==> src/sv/fbre_pkg.sv <==
package fbre_pkg;

	localparam int ScreenWidth = 240;
	localparam int BandRows    = 80;
	localparam int StoreSize   = ScreenWidth * BandRows;
	localparam int AddrW       = $clog2(StoreSize);
	localparam int CoordW      = 9;
	// signed working width for coordinates, offsets and error terms
	localparam int SW          = 13;
	localparam int ColorW      = 16;

	typedef logic signed [SW-1:0] scoord_t;

	typedef enum logic [2:0] {
		MODE_CLEAR  = 3'd0,
		MODE_PIXEL  = 3'd1,
		MODE_RECT   = 3'd2,
		MODE_LINE   = 3'd3,
		MODE_CIRCLE = 3'd4,
		MODE_FILL   = 3'd5,
		MODE_READ   = 3'd6
	} mode_t;

	// one write request from the sequencer to the clipping/address unit
	typedef struct packed {
		logic             valid;
		scoord_t          x;
		scoord_t          y;
		logic [ColorW-1:0] color;
	} px_req_t;

	// linear (row-major) address of a pixel in the store
	function automatic logic [AddrW-1:0] px_addr(input logic [CoordW-1:0] x,
		input logic [CoordW-1:0] y);
		logic [AddrW+CoordW-1:0] p;
		p = AddrW'(y) * (AddrW+CoordW)'(ScreenWidth) + (AddrW+CoordW)'(x);
		return p[AddrW-1:0];
	endfunction

endpackage

==> src/sv/fbre_clip.sv <==
module fbre_clip import fbre_pkg::*; (
	input  logic               clk,
	input  logic               arst_n,
	input  px_req_t            req,
	output logic               we_s1,
	output logic [AddrW-1:0]   addr_s1,
	output logic [ColorW-1:0]  data_s1
);

	logic inside_w;

	// drop pixels outside the band
	assign inside_w = !req.x[SW-1] && !req.y[SW-1] &&
		(req.x < scoord_t'(ScreenWidth)) && (req.y < scoord_t'(BandRows));

	always_ff @(posedge clk or negedge arst_n) begin
		if (!arst_n) begin
			we_s1 <= 1'b0;
		end else begin
			we_s1 <= req.valid && inside_w;
		end
	end

	always_ff @(posedge clk) begin
		addr_s1 <= px_addr(req.x[CoordW-1:0], req.y[CoordW-1:0]);
		data_s1 <= req.color;
	end

endmodule

==> config.mk <==
export PLATFORM = sky130hd
export DESIGN_NAME = fbre_clip
export DESIGN_NICKNAME = d
export VERILOG_FILES = /design/src/sv/fbre_pkg.sv /design/src/sv/fbre_clip.sv
export SDC_FILE = /design/constraint.sdc
export NUM_CORES = 1
export LEC_CHECK = 0
export ABC_AREA = 1
export BUFFER_PORTS_ARGS = -buffer_cell sky130_fd_sc_hd__buf_2
export CAP_MARGIN = 20
export CORE_UTILIZATION = 52
export DETAILED_ROUTE_END_ITERATION = 8
export GPL_ROUTABILITY_DRIVEN = 0
export GPL_TIMING_DRIVEN = 1
export MAX_ROUTING_LAYER = met4
export PLACE_DENSITY_LB_ADDON = 0.15
export REMOVE_ABC_BUFFERS = 1
export SYNTH_ARGS = -nofsm -noshare
export SYNTH_HDL_FRONTEND = slang
export SYNTH_SLANG_ARGS = --single-unit
==> constraint.sdc <==
create_clock -name clk -period 0.8 [get_ports clk]
set_input_delay 0.16 -clock clk [delete_from_list [all_inputs] [get_ports clk]]
set_output_delay 0.16 -clock clk [all_outputs]
set_load 0.03 [all_outputs]
==> results.json, run 1 <==
{
  "status": "did not finish",
  "haltStage": "clock tree synthesis",
  "tool.error": "[ERROR DPL-0033] detailed placement checks failed during check placement.",
  "rows": 21,
  "root_buffer": "clkbuf_8",
  "cts_setup_buffers": 3,
  "die_width_um": 62.9,
  "ys_types": 26,
  "synth_area_per_cell_um2": 9.64,
  "start_util_pct": 56.0,
  "place_hpwl_um": 3320,
  "cts_inserted_buffers": 5,
  "synth_warnings": 0,
  "clkSinkCount": 32,
  "synthCells": 200,
  "ys_seq_elements": 32,
  "cts-resized-gates": 119,
  "synth_area_mm2": 0.00193,
  "cts_hold_buf": 21,
  "placed_area_mm2": 0.00264,
  "io_pins": 77,
  "die_y_um": 62.9,
  "ys_seq_area_share_pct": 33.5,
  "cts_buffer_depth": 2,
  "cts_max_level": 2,
  "io_buffers": 76
}
-- cell usage after synthesis --
cell / count / area [um^2]
nor2_2: 2 / 12.5
nand2_1: 35 / 131
nor4_1: 2 / 12.5
inv_1: 36 / 135
dfrtp_1: 1 / 25.0
ha_1: 20 / 250
nand4_1: 3 / 18.8
nand2_4: 4 / 45.0
a21oi_1: 6 / 30.0
a41oi_1: 1 / 8.76
nor2_1: 1 / 3.75
nor2_4: 3 / 33.8
nand3_1: 6 / 30.0
nand3b_2: 1 / 11.3
a21oi_2: 2 / 17.5
a21o_1: 1 / 7.51
fa_1: 16 / 320
nand3b_1: 3 / 22.5
xnor2_1: 2 / 17.5
o21ai_1: 1 / 5.00
nand2b_1: 1 / 6.26
nand2_2: 8 / 50.1
dfxtp_1: 31 / 621
nand3_2: 4 / 40.0
xor2_1: 7 / 61.3
inv_2: 3 / 11.3
-- kinds of logic after synthesis --
family | share of synthesized area, %
adders and majority gates | 29.6
DFF | 33.5
buffers and inverters | 7.59
xor gates and xnor gates | 4.09
and+or+nand+nor | 21.7
AOI/OAI and AO/OA | 3.57
-- stage by stage --
step	hold WS (ns)	cells	setup slack [ns]	setup TNS [ns]	util (%)
3_3_place_gp	-0.0652	359	-2.14	-18.54	76.8
3_5_place_dp	-0.0632	359	-2.25	-19.32	76.8
2_1_floorplan	-0.136	200	-1.97	-15.70	-
==> run 2, diff against run 1 <==
--- a/config.mk
+++ b/config.mk
@@ -8,11 +8,10 @@
 export ABC_AREA = 1
 export BUFFER_PORTS_ARGS = -buffer_cell sky130_fd_sc_hd__buf_2
 export CAP_MARGIN = 20
-export CORE_UTILIZATION = 52
+export CORE_UTILIZATION = 40
 export DETAILED_ROUTE_END_ITERATION = 8
 export GPL_ROUTABILITY_DRIVEN = 0
 export GPL_TIMING_DRIVEN = 1
-export MAX_ROUTING_LAYER = met4
 export PLACE_DENSITY_LB_ADDON = 0.15
 export REMOVE_ABC_BUFFERS = 1
 export SYNTH_ARGS = -nofsm -noshare
==> results.json, run 2 <==
{
  "synth_area_mm2": 0.00193,
  "cts_buffer_depth": 2,
  "rsz0062_at_grt": "true",
  "synthMuxAreaShare_pct": 0,
  "io_pins": 77,
  "largest_register_ff_count": 16,
  "cts_max_level": 2,
  "root_buffer": "clkbuf_8",
  "netlist.area_leader.share_pct": 32.2,
  "ys_seq_elements": 32,
  "final_area_mm2": 0.00349,
  "first_global_vias": 2024,
  "cts_inserted_buffers": 5,
  "timing.fmax_ghz": 0.374,
  "most-common-layout-cells": "41 x buf_6, 40 x buf_2, 39 x buf_4, 34 x inv_1, 32 x nand2_1",
  "multi_input_area_mm2": 0.00128,
  "path_max_fanout": 3,
  "antenna_cells": 0,
  "crit_required_ns": 0.98,
  "core_area_mm2": 0.00450,
  "firstDrtPassIters": 4,
  "p_total_mw": 9.28,
  "endpoint_kind": "flop",
  "reg_top3": "data_s1 x16, addr_s1 x15, we_s1 x1",
  "vias": 1888,
  "grt_overflow": 0,
  "synthXorXnorAreaFrac_pct": 4.09,
  "maxSlewViolCount": 0,
  "antenna_found_initial": 0,
  "start_kind": "primary input",
  "start_util_pct": 42.8,
  "synth_compound_gate_area_share_pct": 3.57,
  "hold_class": "primary input to flop",
  "vdd_drop_max_mv": 1.29,
  "power_density_mw_per_mm2": 2660,
  "status": "finished with violations",
  "ys_async_sr_fraction_pct": 3.13,
  "setup_viol": 43,
  "wl_per_cell_um": 15.3,
  "grt_pass1_wl_um": 9010,
  "clkSinkCount": 32,
  "viasPerCell": 4.68,
  "groute.usage.overall_pct": 23.3,
  "placed_area_mm2": 0.00265,
  "fin_crit_sh_pct": 335,
  "synth-edff-count": 0,
  "hold_violations": 0,
  "stdcell_count": 403,
  "tns_ns": -18.44,
  "ff_latch_area_um2": 683,
  "synth_area_per_cell_um2": 9.64,
  "worst_pin_slew_ns": 0.357,
  "die_y_um": 71.4,
  "violations": "negative setup slack",
  "grt_max_degree": 12,
  "nets": 431,
  "rows": 24,
  "ys_types": 26,
  "relSlewSlack_pct": 76.2,
  "post-route-drc-count": 0,
  "detail_route.wirelength_um": 6170,
  "ys_top_cells_by_area": "dfxtp_1 32%, fa_1 17%, ha_1 13%",
  "synth_top_family_by_area": "adder cells",
  "ant_nets": 0,
  "die_width_um": 71.4,
  "die_area_mm2": 0.00510,
  "leakage_nw": 1.77,
  "layout_commonest_cell": "buf_6",
  "fin_crit_ns": 2.68,
  "finalWorstSetupSlack_ns": -1.88,
  "yosys.cell_count.top_type": "inv_1",
  "io_buffers": 76,
  "synth-simple-area-share_pct": 21.7,
  "syn2layout_area_growth_pct": 80.9,
  "synthFlopType": "dfxtp_1",
  "synth_top_area_cell": "dfxtp_1",
  "cap_violations": 0,
  "place_hpwl_um": 3240,
  "synthCells": 200,
  "ys_seq_area_share_pct": 33.5,
  "yosys.area_share.adder_pct": 29.6,
  "path_clk_slew_ns": 0.07,
  "netlist_top_cells_count": "36 x inv_1, 35 x nand2_1, 31 x dfxtp_1",
  "num-fill-cells": 275,
  "crit_arrival_ns": 2.85,
  "top_register": "data_s1",
  "drt_iter0_markers": 55,
  "synth_warnings": 0,
  "dp_slack_ns": -2.20,
  "critical_path_class": "primary input to flop",
  "cts_tree": "yes",
  "drive_above_1_share_pct": 59.3,
  "dp_cells": 365
}
## run 2: cell families after synthesis
kind of cell               Yosys count
AOI/OAI and AO/OA                   11
xor gates and xnor gates             9
adders and majority gates           36
buffers and inverters               39
DFF                                 32
and+or+nand+nor                     73
## run 2: worst paths after layout
path | slack [ns] | depth (start not counted) | endpoint | start
min in group asynchronous | 0.17 | 2 | we_s1$_DFF_PN0_ | arst_n
min | 0.11 | 2 | addr_s1[4]$_DFF_P_ | req[33]
max in group asynchronous | 0.55 | 2 | we_s1$_DFF_PN0_ | arst_n
max | -1.88 | 13 | addr_s1[13]$_DFF_P_ | req[18]
## run 2: layout make-up
cell class	instances	area share [%]
Clock buffer	5	1.97
Tap cell	52	1.87
Sequential cell	32	19.6
Timing Repair Buffer	143	34.3
Inverter	39	4.27
Multi-Input combinational cell	129	36.8
Clock inverter	3	1.22
## run 2: worst max-delay path, stage by stage
cell and delay, ns:
buf_8 0.10, fa_2 0.59, fa_1 0.44, fa_2 0.38, xor2_1 0.17, ha_1 0.35, nand2_1 0.11, nor2_1 0.17
a21oi_2 0.11, nor2_4 0.12, nand2_1 0.06, nand2_1 0.05, nand2_1 0.05
## run 2: through the flow
stage	utilization, %	hold slack (ns)
after floorplan	-	-0.136
after global placement	58.9	-0.0644
after detailed placement	58.9	-0.0633
after CTS	74.7	0.0958
after global routing	77.4	0.125
final	77.4	0.114
## run 2: layer usage
| layer | up-vias | GRT usage [%] | wire (um) |
|---|---|---|---|
| met1 | 892 | 22.5 | 2290 |
| met2 | 61 | 47.5 | 3380 |
| li1 | 913 | - | - |
| met5 | - | 0 | 0 |
| met3 | 22 | 3.52 | 221 |
| met4 | 0 | 10.9 | 282 |
## run 2: timing repair
item / CTS / global route
endpoints found under the setup margin: 43 / 43
buffers inserted: 3 / 9
pin swaps: 19 / 16
endpoints found under the hold margin: 21 / 0
hold buffers: 21 / 0
gates resized for setup: 118 / 16
## run 2: power by group
part	total, mW	internal, mW	switching (mW)
Combinational	5.60	2.64	2.96
Clock	1.56	0.921	0.638
Sequential	2.13	1.98	0.152
Total	9.28	5.54	3.75
Note: power is estimated with default switching activity, not from simulation.
